[src/design/bmce_pkg.sv]
// types, codes and constants shared by the bootloader memory command engine
`default_nettype none

package bmce_pkg;

  // protocol bytes
  localparam logic [7:0] AckByte      = 8'h79;
  localparam logic [7:0] WriteCmd     = 8'h31;
  localparam logic [7:0] WriteCmdInv  = 8'hCE;
  localparam logic [7:0] ReadCmd      = 8'h11;
  localparam logic [7:0] ReadCmdInv   = 8'hEE;

  // block length limits
  localparam int unsigned MaxBlockBytes = 256;
  localparam int unsigned LenW          = 9;

  // job queue depth between front and back
  localparam int unsigned QueueDepth = 2;

  // number of bytes a single job can carry
  localparam int unsigned JobBytes = 5;
  localparam int unsigned JobCntW  = 3;

  typedef enum logic [1:0] {
    OP_WR_START = 2'd0,
    OP_RD_START = 2'd1,
    OP_DATA     = 2'd2,
    OP_RX       = 2'd3
  } opcode_e;

  typedef enum logic [1:0] {
    K_TX  = 2'd0,
    K_RD  = 2'd1,
    K_FIN = 2'd2
  } kind_e;

  typedef enum logic [1:0] {
    ST_OK    = 2'd0,
    ST_NACK  = 2'd1,
    ST_PLACE = 2'd2
  } status_e;

  typedef enum logic [2:0] {
    PH_IDLE,
    PH_ACK_CMD,
    PH_ACK_ADDR,
    PH_WR_DATA,
    PH_WR_ACK,
    PH_RD_ACK,
    PH_RD_DATA
  } phase_e;

  // one job: a run of bytes, optionally followed by a finish beat
  typedef struct packed {
    kind_e                byte_kind;
    logic [8*JobBytes-1:0] bytes;   // first byte in the lowest bits
    logic [JobCntW-1:0]   nbytes;
    logic                 fin;
    status_e              status;
  } job_t;

endpackage

`default_nettype wire

[src/design/bmce_front.sv]
// front part: accepts input beats, tracks the command phase and issues jobs
`default_nettype none

module bmce_front
  import bmce_pkg::*;
#(
  parameter int unsigned MAX_BLOCK_BYTES = MaxBlockBytes
) (
  input  wire logic           clk_i,
  input  wire logic           rst_ni,
  input  wire logic           in_valid_i,
  output logic                in_ready_o,
  input  wire logic [1:0]     opcode_i,
  input  wire logic [31:0]    address_i,
  input  wire logic [LenW-1:0] block_length_i,
  input  wire logic [7:0]     byte_in_i,
  output logic                job_valid_o,
  output job_t                job_o,
  input  wire logic           job_ready_i
);

  localparam logic [LenW-1:0] MaxLen = LenW'(MAX_BLOCK_BYTES);

  phase_e          phase_q, phase_d;
  logic            is_read_q, is_read_d;
  logic [31:0]     addr_q, addr_d;
  logic [LenW-1:0] len_q, len_d;
  logic [LenW-1:0] done_q, done_d;
  logic [7:0]      xor_q, xor_d;

  logic            accept;
  logic            has_job;
  job_t            job;
  logic [LenW-1:0] blen;
  logic [LenW-1:0] done_inc;
  logic [7:0]      xor_new;
  logic [7:0]      len1;
  logic [7:0]      addr_x;

  assign in_ready_o  = job_ready_i;
  assign accept      = in_valid_i & job_ready_i;
  assign job_valid_o = accept & has_job;
  assign job_o       = job;

  // state registers
  always_ff @(posedge clk_i or negedge rst_ni) begin
    if (!rst_ni) begin
      phase_q   <= PH_IDLE;
      is_read_q <= 1'b0;
      addr_q    <= '0;
      len_q     <= '0;
      done_q    <= '0;
      xor_q     <= '0;
    end else if (accept) begin
      phase_q   <= phase_d;
      is_read_q <= is_read_d;
      addr_q    <= addr_d;
      len_q     <= len_d;
      done_q    <= done_d;
      xor_q     <= xor_d;
    end
  end

  // helper values
  always_comb begin
    if (block_length_i == '0) begin
      blen = LenW'(1);
    end else if (block_length_i > MaxLen) begin
      blen = MaxLen;
    end else begin
      blen = block_length_i;
    end
    done_inc = done_q + LenW'(1);
    xor_new  = xor_q ^ byte_in_i;
    len1     = 8'(len_q - LenW'(1));
    addr_x   = addr_q[31:24] ^ addr_q[23:16] ^ addr_q[15:8] ^ addr_q[7:0];
  end

  // phase sequencing and job selection
  always_comb begin
    phase_d   = phase_q;
    is_read_d = is_read_q;
    addr_d    = addr_q;
    len_d     = len_q;
    done_d    = done_q;
    xor_d     = xor_q;
    has_job   = 1'b1;
    job       = '{byte_kind: K_TX, bytes: '0, nbytes: '0, fin: 1'b0, status: ST_OK};

    unique case (phase_q)
      PH_IDLE: begin
        if (opcode_i == OP_WR_START || opcode_i == OP_RD_START) begin
          is_read_d  = (opcode_i == OP_RD_START);
          addr_d     = address_i;
          len_d      = blen;
          done_d     = '0;
          xor_d      = '0;
          phase_d    = PH_ACK_CMD;
          job.nbytes = JobCntW'(2);
          job.bytes  = (opcode_i == OP_RD_START) ? {24'h0, ReadCmdInv, ReadCmd}
                                                 : {24'h0, WriteCmdInv, WriteCmd};
        end else begin
          job.fin    = 1'b1;
          job.status = ST_PLACE;
        end
      end

      PH_WR_DATA: begin
        if (opcode_i == OP_DATA) begin
          xor_d      = xor_new;
          done_d     = done_inc;
          job.bytes  = {24'h0, xor_new, byte_in_i};
          if (done_inc >= len_q) begin
            job.nbytes = JobCntW'(2);
            phase_d    = PH_WR_ACK;
          end else begin
            job.nbytes = JobCntW'(1);
          end
        end else begin
          job.fin    = 1'b1;
          job.status = ST_PLACE;
          phase_d    = PH_IDLE;
        end
      end

      default: begin
        if (opcode_i != OP_RX) begin
          job.fin    = 1'b1;
          job.status = ST_PLACE;
          phase_d    = PH_IDLE;
        end else if (phase_q == PH_RD_DATA) begin
          // pass the received byte through, finish after the last one
          done_d        = done_inc;
          job.byte_kind = K_RD;
          job.bytes     = {32'h0, byte_in_i};
          job.nbytes    = JobCntW'(1);
          if (done_inc >= len_q) begin
            job.fin = 1'b1;
            phase_d = PH_IDLE;
          end
        end else if (byte_in_i != AckByte) begin
          job.fin    = 1'b1;
          job.status = ST_NACK;
          phase_d    = PH_IDLE;
        end else begin
          unique case (phase_q)
            PH_ACK_CMD: begin
              // address most significant byte first, then its checksum
              job.bytes  = {addr_x, addr_q[7:0], addr_q[15:8], addr_q[23:16],
                            addr_q[31:24]};
              job.nbytes = JobCntW'(5);
              phase_d    = PH_ACK_ADDR;
            end
            PH_ACK_ADDR: begin
              done_d = '0;
              job.bytes = {24'h0, ~len1, len1};
              if (is_read_q) begin
                job.nbytes = JobCntW'(2);
                phase_d    = PH_RD_ACK;
              end else begin
                job.nbytes = JobCntW'(1);
                xor_d      = len1;
                phase_d    = PH_WR_DATA;
              end
            end
            PH_WR_ACK: begin
              job.fin = 1'b1;
              phase_d = PH_IDLE;
            end
            PH_RD_ACK: begin
              has_job = 1'b0;
              done_d  = '0;
              phase_d = PH_RD_DATA;
            end
            default: begin
              job.fin    = 1'b1;
              job.status = ST_PLACE;
              phase_d    = PH_IDLE;
            end
          endcase
        end
      end
    endcase
  end

endmodule

`default_nettype wire

[src/design/bmce_queue.sv]
// short job queue between the front and back parts
`default_nettype none

module bmce_queue
  import bmce_pkg::*;
(
  input  wire logic clk_i,
  input  wire logic rst_ni,
  input  wire logic push_valid_i,
  output logic      push_ready_o,
  input  wire job_t push_job_i,
  output logic      pop_valid_o,
  input  wire logic pop_ready_i,
  output job_t      pop_job_o
);

  localparam int unsigned PtrW = (QueueDepth > 1) ? $clog2(QueueDepth) : 1;
  localparam int unsigned CntW = $clog2(QueueDepth + 1);

  job_t            mem_q [QueueDepth];
  logic [PtrW-1:0] wr_ptr_q, rd_ptr_q;
  logic [CntW-1:0] cnt_q;
  logic            push, pop;

  assign push_ready_o = (cnt_q != CntW'(QueueDepth));
  assign pop_valid_o  = (cnt_q != '0);
  assign push         = push_valid_i & push_ready_o;
  assign pop          = pop_valid_o & pop_ready_i;
  assign pop_job_o    = mem_q[rd_ptr_q];

  // storage
  always_ff @(posedge clk_i) begin
    if (push) begin
      mem_q[wr_ptr_q] <= push_job_i;
    end
  end

  // pointers and fill count
  always_ff @(posedge clk_i or negedge rst_ni) begin
    if (!rst_ni) begin
      wr_ptr_q <= '0;
      rd_ptr_q <= '0;
      cnt_q    <= '0;
    end else begin
      if (push) begin
        wr_ptr_q <= (wr_ptr_q == PtrW'(QueueDepth - 1)) ? '0 : wr_ptr_q + PtrW'(1);
      end
      if (pop) begin
        rd_ptr_q <= (rd_ptr_q == PtrW'(QueueDepth - 1)) ? '0 : rd_ptr_q + PtrW'(1);
      end
      if (push && !pop) begin
        cnt_q <= cnt_q + CntW'(1);
      end else if (pop && !push) begin
        cnt_q <= cnt_q - CntW'(1);
      end
    end
  end

endmodule

`default_nettype wire

[src/design/bmce_back.sv]
// back part: expands each job into result beats, one beat per cycle while not stalled
`default_nettype none

module bmce_back
  import bmce_pkg::*;
(
  input  wire logic clk_i,
  input  wire logic rst_ni,
  input  wire logic job_valid_i,
  output logic      job_ready_o,
  input  wire job_t job_i,
  output logic      out_valid_o,
  input  wire logic out_ready_i,
  output logic [1:0] kind_o,
  output logic [7:0] byte_out_o,
  output logic [1:0] status_o,
  output logic      last_o
);

  logic cur_valid_q;
  job_t cur_q;
  logic fire, load;

  // current beat taken from the head of the job being sent
  always_comb begin
    if (cur_q.nbytes != '0) begin
      kind_o     = cur_q.byte_kind;
      byte_out_o = cur_q.bytes[7:0];
      status_o   = ST_OK;
      last_o     = (cur_q.nbytes == JobCntW'(1)) && !cur_q.fin;
    end else begin
      kind_o     = K_FIN;
      byte_out_o = 8'h00;
      status_o   = cur_q.status;
      last_o     = 1'b1;
    end
  end

  assign out_valid_o = cur_valid_q;
  assign fire        = cur_valid_q & out_ready_i;
  assign load        = !cur_valid_q || (fire && last_o);
  assign job_ready_o = load;

  // job register: load a new job or step through the current one
  always_ff @(posedge clk_i or negedge rst_ni) begin
    if (!rst_ni) begin
      cur_valid_q <= 1'b0;
    end else if (load) begin
      cur_valid_q <= job_valid_i;
    end
  end

  always_ff @(posedge clk_i) begin
    if (load) begin
      cur_q <= job_i;
    end else if (fire) begin
      cur_q.bytes  <= {8'h00, cur_q.bytes[8*JobBytes-1:8]};
      cur_q.nbytes <= cur_q.nbytes - JobCntW'(1);
    end
  end

endmodule

`default_nettype wire

[src/design/bootloader_memory_command_engine_core.sv]
// Host side of a UART bootloader's write-memory and read-memory commands.
// A start beat (tuser 0 write, 1 read) carries address and block length;
// the engine sends the command byte pair, waits for ACK, sends the address
// and its checksum, then the length and data (write) or the length pair
// followed by forwarding received bytes (read). Received link bytes come in
// with tuser 3, write data with tuser 2. Each finish beat carries a status.
// Input beats are taken one per cycle while the two-entry job queue has
// room; every beat yields up to five result beats, which leave at one per
// cycle while the result port is ready, so the single result port sets
// the pace; a beat may also yield no result beat at all. No clearing pass
// after reset.
`default_nettype none

module bootloader_memory_command_engine_core
  import bmce_pkg::*;
#(
  parameter int unsigned MAX_BLOCK_BYTES = MaxBlockBytes
) (
  input  wire logic        clk_i,
  input  wire logic        rst_ni,
  input  wire logic        s_axis_tvalid_i,
  output logic             s_axis_tready_o,
  input  wire logic [55:0] s_axis_tdata_i,  // address[31:0], block_length[40:32],
                                            // byte_in[48:41], zero pad
  input  wire logic [1:0]  s_axis_tuser_i,  // opcode
  output logic             m_axis_tvalid_o,
  input  wire logic        m_axis_tready_i,
  output logic [15:0]      m_axis_tdata_o,  // byte_out[7:0], status[9:8], zero pad
  output logic [1:0]       m_axis_tuser_o,  // kind
  output logic             m_axis_tlast_o
);

  logic       fr_valid, fr_ready;
  job_t       fr_job;
  logic       bk_valid, bk_ready;
  job_t       bk_job;
  logic [7:0] byte_out;
  logic [1:0] status;

  // front: phase tracking
  bmce_front #(
    .MAX_BLOCK_BYTES(MAX_BLOCK_BYTES)
  ) u_front (
    .clk_i         (clk_i),
    .rst_ni        (rst_ni),
    .in_valid_i    (s_axis_tvalid_i),
    .in_ready_o    (s_axis_tready_o),
    .opcode_i      (s_axis_tuser_i),
    .address_i     (s_axis_tdata_i[31:0]),
    .block_length_i(s_axis_tdata_i[40:32]),
    .byte_in_i     (s_axis_tdata_i[48:41]),
    .job_valid_o   (fr_valid),
    .job_o         (fr_job),
    .job_ready_i   (fr_ready)
  );

  // queue between the parts
  bmce_queue u_queue (
    .clk_i       (clk_i),
    .rst_ni      (rst_ni),
    .push_valid_i(fr_valid),
    .push_ready_o(fr_ready),
    .push_job_i  (fr_job),
    .pop_valid_o (bk_valid),
    .pop_ready_i (bk_ready),
    .pop_job_o   (bk_job)
  );

  // back: result beats
  bmce_back u_back (
    .clk_i      (clk_i),
    .rst_ni     (rst_ni),
    .job_valid_i(bk_valid),
    .job_ready_o(bk_ready),
    .job_i      (bk_job),
    .out_valid_o(m_axis_tvalid_o),
    .out_ready_i(m_axis_tready_i),
    .kind_o     (m_axis_tuser_o),
    .byte_out_o (byte_out),
    .status_o   (status),
    .last_o     (m_axis_tlast_o)
  );

  assign m_axis_tdata_o = {6'h00, status, byte_out};

endmodule

`default_nettype wire
[config.mk]
export PLATFORM = sky130hd
export DESIGN_NAME = bootloader_memory_command_engine_core
export DESIGN_NICKNAME = d
export VERILOG_FILES = /design/src/design/bmce_pkg.sv /design/src/design/bmce_front.sv /design/src/design/bmce_queue.sv /design/src/design/bmce_back.sv /design/src/design/bootloader_memory_command_engine_core.sv
export SDC_FILE = /design/constraint.sdc
export NUM_CORES = 1
export LEC_CHECK = 0
export BUFFER_PORTS_ARGS = -buffer_cell sky130_fd_sc_hd__buf_2
export CAP_MARGIN = 25
export CORE_ASPECT_RATIO = 1.2
export CORE_MARGIN = 10
export CORE_UTILIZATION = 40
export CTS_CLUSTER_DIAMETER = 120
export DETAILED_ROUTE_END_ITERATION = 12
export HOLD_SLACK_MARGIN = 0.03
export PLACE_DENSITY_LB_ADDON = 0.05
export SLEW_MARGIN = 30
export SYNTH_ARGS = -nofsm -noshare
export SYNTH_HDL_FRONTEND = slang
export SYNTH_HIERARCHICAL = 1
export SYNTH_SLANG_ARGS = --single-unit
[constraint.sdc]
create_clock -name clk_i -period 6 [get_ports clk_i]
set_clock_uncertainty 0.15 [all_clocks]
set_input_delay 0.3 -clock clk_i [delete_from_list [all_inputs] [get_ports clk_i]]
set_output_delay 0.3 -clock clk_i [all_outputs]
set_load 0.01 [all_outputs]
---- Yosys cells after proc, flatten, opt, wreduce, memory -nomap -nowiden ----
Memories as Yosys holds them, arrays and structs flattened.
Cells that the tools add are included.
operators by class
  add/sub/neg operators ................... 7
  order comparisons ....................... 2
  equality and inequality tests ........... 21
  mux-type cells .......................... 64
  bitwise gates (word level) .............. 10
  reduce and logical (&&, ||, !) cells .... 27
operators by type and width
  kind                   count
  $mux W43               4
  $pmux W46 S2           1
  $pmux W43 S2           1
  $mux W9                8
  $mux W8                8
  $mux W45               1
  $mux W44               1
  $mux W3                12
  $xor A8 B8 Y8          4
  $mux W19               1
  $mux W2                9
  $pmux W9 S2            1
  $pmux W8 S2            1
  $ne A3 B3 Y1 const B   5
  $mux W14               1
  $mux W1                13
  $add A9 B1 Y9 const B  1
  $eq A3 B3 Y1 const B   3
  $ge A9 B9 Y1           1
  $gt A9 B9 Y1 const B   1
  $logic_not A9 Y1       1
  $pmux W3 S3            1
  $ne A8 B7 Y1 const B   1
  $not A8 Y8             1
  30 further kinds       50
storage, ports and cells
  flip-flop bits (word level) ............. 115
  memory bits (writable) .................. 96
  word-level logic and storage cells ...... 147
  memories ................................ 1
memories
  name           words  width  rd ports  clocked after memory_dff  wr ports  RTL line          source
  u_queue.mem_q  2      48     1         0                         1         bmce_queue.sv:20  job_t mem_q [QueueDepth];

---- Logic depth before layout (Yosys ltp) ----
  word-level depth ........................ 12
  depth in mapped cells ................... 11
  mapped depth without buffers ............ 10

---- By module ----
Netlist, hierarchy kept.
modules (own cells, without submodules)
  module                                 instances  cells each  area an instance (sq um)  sequential area each (sq um)
  bmce_front                             1          534         4360.4                    1551.5
  bmce_queue                             1          167         3703.6                    2982.9
  bmce_back                              1          128         2159.6                    1466.4
  bootloader_memory_command_engine_core  1          7           48.8                      0.0

---- Least setup slack after synthesis ----
Ideal clock, no wire load.
  path type ............................... reg2reg
  start ................................... register u_front.phase_q[1]
  end ..................................... memory u_queue/mem_q[0][0] (netlist bit) (enable)
  library setup time ...................... 0.454 ns
  arrival time ............................ 3.124 ns
  slack ................................... 2.272 ns
  cell stages (with the launch flop) ...... 6
  buffers on the path ..................... 1
  cell sequence ........................... dfrtp_1 buf_2 inv_1 a41oi_1 nand2_1 nor2_1
between the ends
  cells in the longest elaborated chain, start to end .. 10
  elaborated cells on any way between the ends .. 14
  those cells by class .................... 3 x eq/ne; 7 x mux; 2 x bitwise; 2 x reduce/logical
ends and longest elaborated chain
  what                               RTL line                                     source
  start: declaration                 bmce_front.sv:24                             phase_e phase_q, phase_d;
  start signal: assignment           bmce_front.sv:55                             phase_q <= phase_d;
  $eq A3 B3 Y1                       bmce_front.sv:146                            unique case (phase_q)
  $mux W1                            bmce_front.sv:146
  $mux W1                            bmce_front.sv:141                            end else if (byte_in_i != AckByte) begin
  $mux W1                            bmce_front.sv:131                            end else if (phase_q == PH_RD_DATA) begin
  $mux W1                            bmce_front.sv:127                            if (opcode_i != OP_RX) begin
  $mux W1 (*)                        bmce_front.sv:90                             unique case (phase_q)
  $and A1 B1 Y1 (*)                  bmce_front.sv:42                             assign job_valid_o = accept & has_job;
  net fr_valid                       bootloader_memory_command_engine_core.sv:33  logic fr_valid, fr_ready;
  $and A1 B1 Y1 (*)                  bmce_queue.sv:27                             assign push = push_valid_i & push_ready_o;
  $mux W1 (*)                        bmce_queue.sv:33                             if (push) begin
  $mux W1 (implied by the code) (*)  bmce_queue.sv:34                             mem_q[wr_ptr_q] <= push_job_i;
  end: declaration                   bmce_queue.sv:20
Mark *: on every way through the listed nets, which the timed path passes. The rest lies on a longest branch.

==> impl_metrics.csv <==
group,metric,value,unit
logic_synthesis,synth.area.top_cells,"edfxtp_1 (42%), dfrtp_1 (16%), mux2_2 (7.9%)",
route,firstDrtPassIters,5,
clock_tree,root_buffer,"clkbuf_16",
layout,drive_gt1_share,22.8,%
setup_path,start_kind,"register",
logic_synthesis,synth_top_family_by_area,"simple AND/OR/NAND/NOR gates",
logic_synthesis,synthMuxAreaShare,10.4,%
power_and_ir_drop,p_total,5350,uW
place,io_buffer_count,69,
logic_synthesis,synth-main-ff-cell,"edfxtp_1",
global_route,met2_usage,25.9,%
power_and_ir_drop,p_leak,0.00479,uW
route,vias_per_cell,5.15,
global_route,track_usage,15.3,%
timing,fin_setup_tns,0,ns
logic_synthesis,synth_seq_area_share,58.4,%
logic_synthesis,synth_warnings,6,
route,wl,25100,um
setup_path,cp_max_fo,28,
global_route,grt-busiest-layer,"met2",
logic_synthesis,synthDistinctLibCells,68,
global_route,grtUsageMet1,19.5,%
logic_synthesis,synth_compound_area_share,7.58,%
clock_tree,cts_buffers,23,
route,ant_nets,0,
timing,fin_crit,3.49,ns
die,core,0.0254,sq mm
clock_tree,cts_tree,"yes",
setup_path,worstSetupEndpointType,"register",
clock_tree,htreeDepth,1,
die,chipHeight,196,um
global_route,grt_pass1_wl,40400,um
die,fp.dieW,166,um
setup_path,critPathArrivalTime,3.59,ns
global_route,antenna_found_initial,3,
job,cap_violations,0,
place,place.gp.congestion,0.862,
outcome,status,"finished, final reports clean",
timing,setup_violations,0,
logic_synthesis,synthXorXnorAreaFrac,4.52,%
die,start_util,40.5,%
clock_tree,numClockSinks,211,
layout,fin_util,47.9,%
logic_synthesis,async_flop_share,31.8,%
worst_hold_path,hold_depth,4,
logic_synthesis,synthAdderAreaFrac,1.83,%
global_route,overflow,0,
layout,nFillCells,2295,
global_route,grt_max_degree,68,
setup_path,worstPathRequired,6.11,ns
clock_tree,clk_pin_slew_worst_paths,0.06,ns
logic_synthesis,avgSynthCellArea,12.3,sq um
logic_synthesis,synth_edf_count,144,
global_route,grtUsageMet3,2.41,%
die,rows,64,
global_route,grt_pass1_vias,7168,
layout,syn_to_final_growth,18.3,%
clock_tree,cts_setup_buffers,0,
route,routedWlPerCell,19.3,um
die,io_pins,83,
timing,rsz0062_at_grt,"no",
logic_synthesis,synth_area,0.0103,sq mm
timing,hold_viol_final,0,
timing,timing.final.max_slew_violations,0,
route,first_iter_violations,415,
timing,fin_crit_sh,58.1,%
die,die_area,0.0325,sq mm
timing,hold_slack,0.0593,ns
clock_tree,clkLatencyLatePin,0.52,ns
clock_tree,hold_buffers,53,
place,hpwl,17100,um
timing,fmax,287,MHz
setup_path,reg2reg_slack,2.51,ns
power_and_ir_drop,power_density,440,mW/mm^2
logic_synthesis,synth_seq_cells,211,
place,postPlaceCellArea,0.0109,sq mm
layout,multiInputGateArea,0.00392,sq mm
timing,worst_slew_pin_slew,0.914,ns
worst_hold_path,hold_path.class,"primary input to register",
logic_synthesis,synth_top_area_share,42.1,%
route,drc,0,
clock_tree,clockBufferDepth,3,
logic_synthesis,synth_area_leader_cell,"edfxtp_1",
route,vias,6704,
logic_synthesis,synth-simple-area-share,13.4,%
setup_path,path_class,"register to register",
layout,seq_area,0.00600,sq mm
setup_path,rr_worst_depth,4,
timing,slew_headroom,38.7,%
logic_synthesis,syn_inst,836,
layout,design_area,0.0122,sq mm
clock_tree,cts_resized,0,
layout,fin_nets,1030,
power_and_ir_drop,ir_worst_vdd,0.000222,V
[registers in the layout, indices dropped and copies added, names as in the netlist]
name and flops:
u_queue/wr_ptr_q 1, u_queue/mem_q 96, u_front/phase_q 3, u_queue/rd_ptr_q 1, u_queue/cnt_q 2, u_front/addr_q 32
u_front/is_read_q 1, u_back/out_valid_o 1, u_front/xor_q 8, u_front/len_q 9, u_back/cur_q 48, u_front/done_q 9
[metrics by stage]
step | worst slack, ns | instances
final | 2.51 | 1302
after global routing | 2.29 | 1302
after CTS | 2.56 | 1300
after detailed placement | 2.59 | 1205
after global placement | 2.55 | 1202
after floorplan | 2.27 | 841
[power breakdown]
part | leakage [uW] | switching (uW) | internal [uW]
logic | 0.00221 | 886 | 780
registers | 0.00224 | 294 | 2060
clock network | 0.000338 | 578 | 749
total | 0.00479 | 1760 | 3590
[final cells by class]
type,instances,area share (%)
diodes,2,0.0412
clock buffers,25,4.80
clock inverters,17,1.01
inverters,32,0.988
multi-input cells,552,32.3
flip-flops and latches,211,49.4
well taps,330,3.40
repair buffers,133,8.14
[kinds of logic (layout without fill, tap and decap cells)]
| logic type | count (synthesis) | in the layout |
|---|---|---|
| AO/OA/AOI/OAI | 112 | 112 |
| AND/OR/NAND/NOR | 275 | 275 |
| multiplexers | 90 | 90 |
| flip-flops | 211 | 211 |
| adder cells (fa/ha/maj) | 15 | 15 |
| other | 2 | 9 |
| buffers and inverters | 78 | 207 |
| XOR/XNOR | 53 | 53 |
[critical path, cell delays in order (launching register included)]
cell	delay, ns
dfrtp_1	0.81
clkinv_1	0.43
a31oi_4	0.72
nand3_1	0.54
o22ai_1	0.57
[layer usage]
metal / part of all wire (%) / vias up
met4: 2.9 / 0
met3: 4.1 / 46
li1: - / 3224
met5: 0 / -
met2: 49 / 155
met1: 44 / 3279
[synthesized netlist by cell type, drive strengths merged, types with 11 or more instances]
cell    instances
o21ai          43
nor2           38
a22oi          12
xor2           12
clkbuf         21
and2           11
nand3          13
nor2b          16
dfrtp          67
ha             15
a21oi          19
edfxtp        144
inv            31
xnor2          41
and3           19
buf            25
nand2         124
mux2           88
[cells in the final DEF, fill, tap and decap left out, types with 12 or more instances in the layout]
cell / n
a21oi_1: 18
a22oi_1: 12
and3_1: 18
buf_2: 69
clkbuf_16: 23
dfrtp_1: 66
dlygate4sd3_1: 53
edfxtp_1: 144
ha_1: 15
inv_1: 31
mux2_2: 72
mux2_4: 14
nand2_1: 123
nand3_1: 13
nor2_1: 36
nor2b_1: 16
o21ai_0: 40
xnor2_1: 41
xor2_1: 12
[worst paths after layout]
path | startpoint | end
min in group asynchronous | rst_ni | u_front/done_q[0]
min | s_axis_tdata_i[32] | u_front/len_q[0]
max in group asynchronous | rst_ni | u_front/addr_q[17]
min reg2reg | u_queue/cnt_q[1] | u_queue/cnt_q[1]
max reg2reg | u_front/phase_q[2] | u_queue/mem_q[0][18]
max | u_front/phase_q[2] | u_queue/mem_q[0][18]
(Power assumes the default switching activity.)
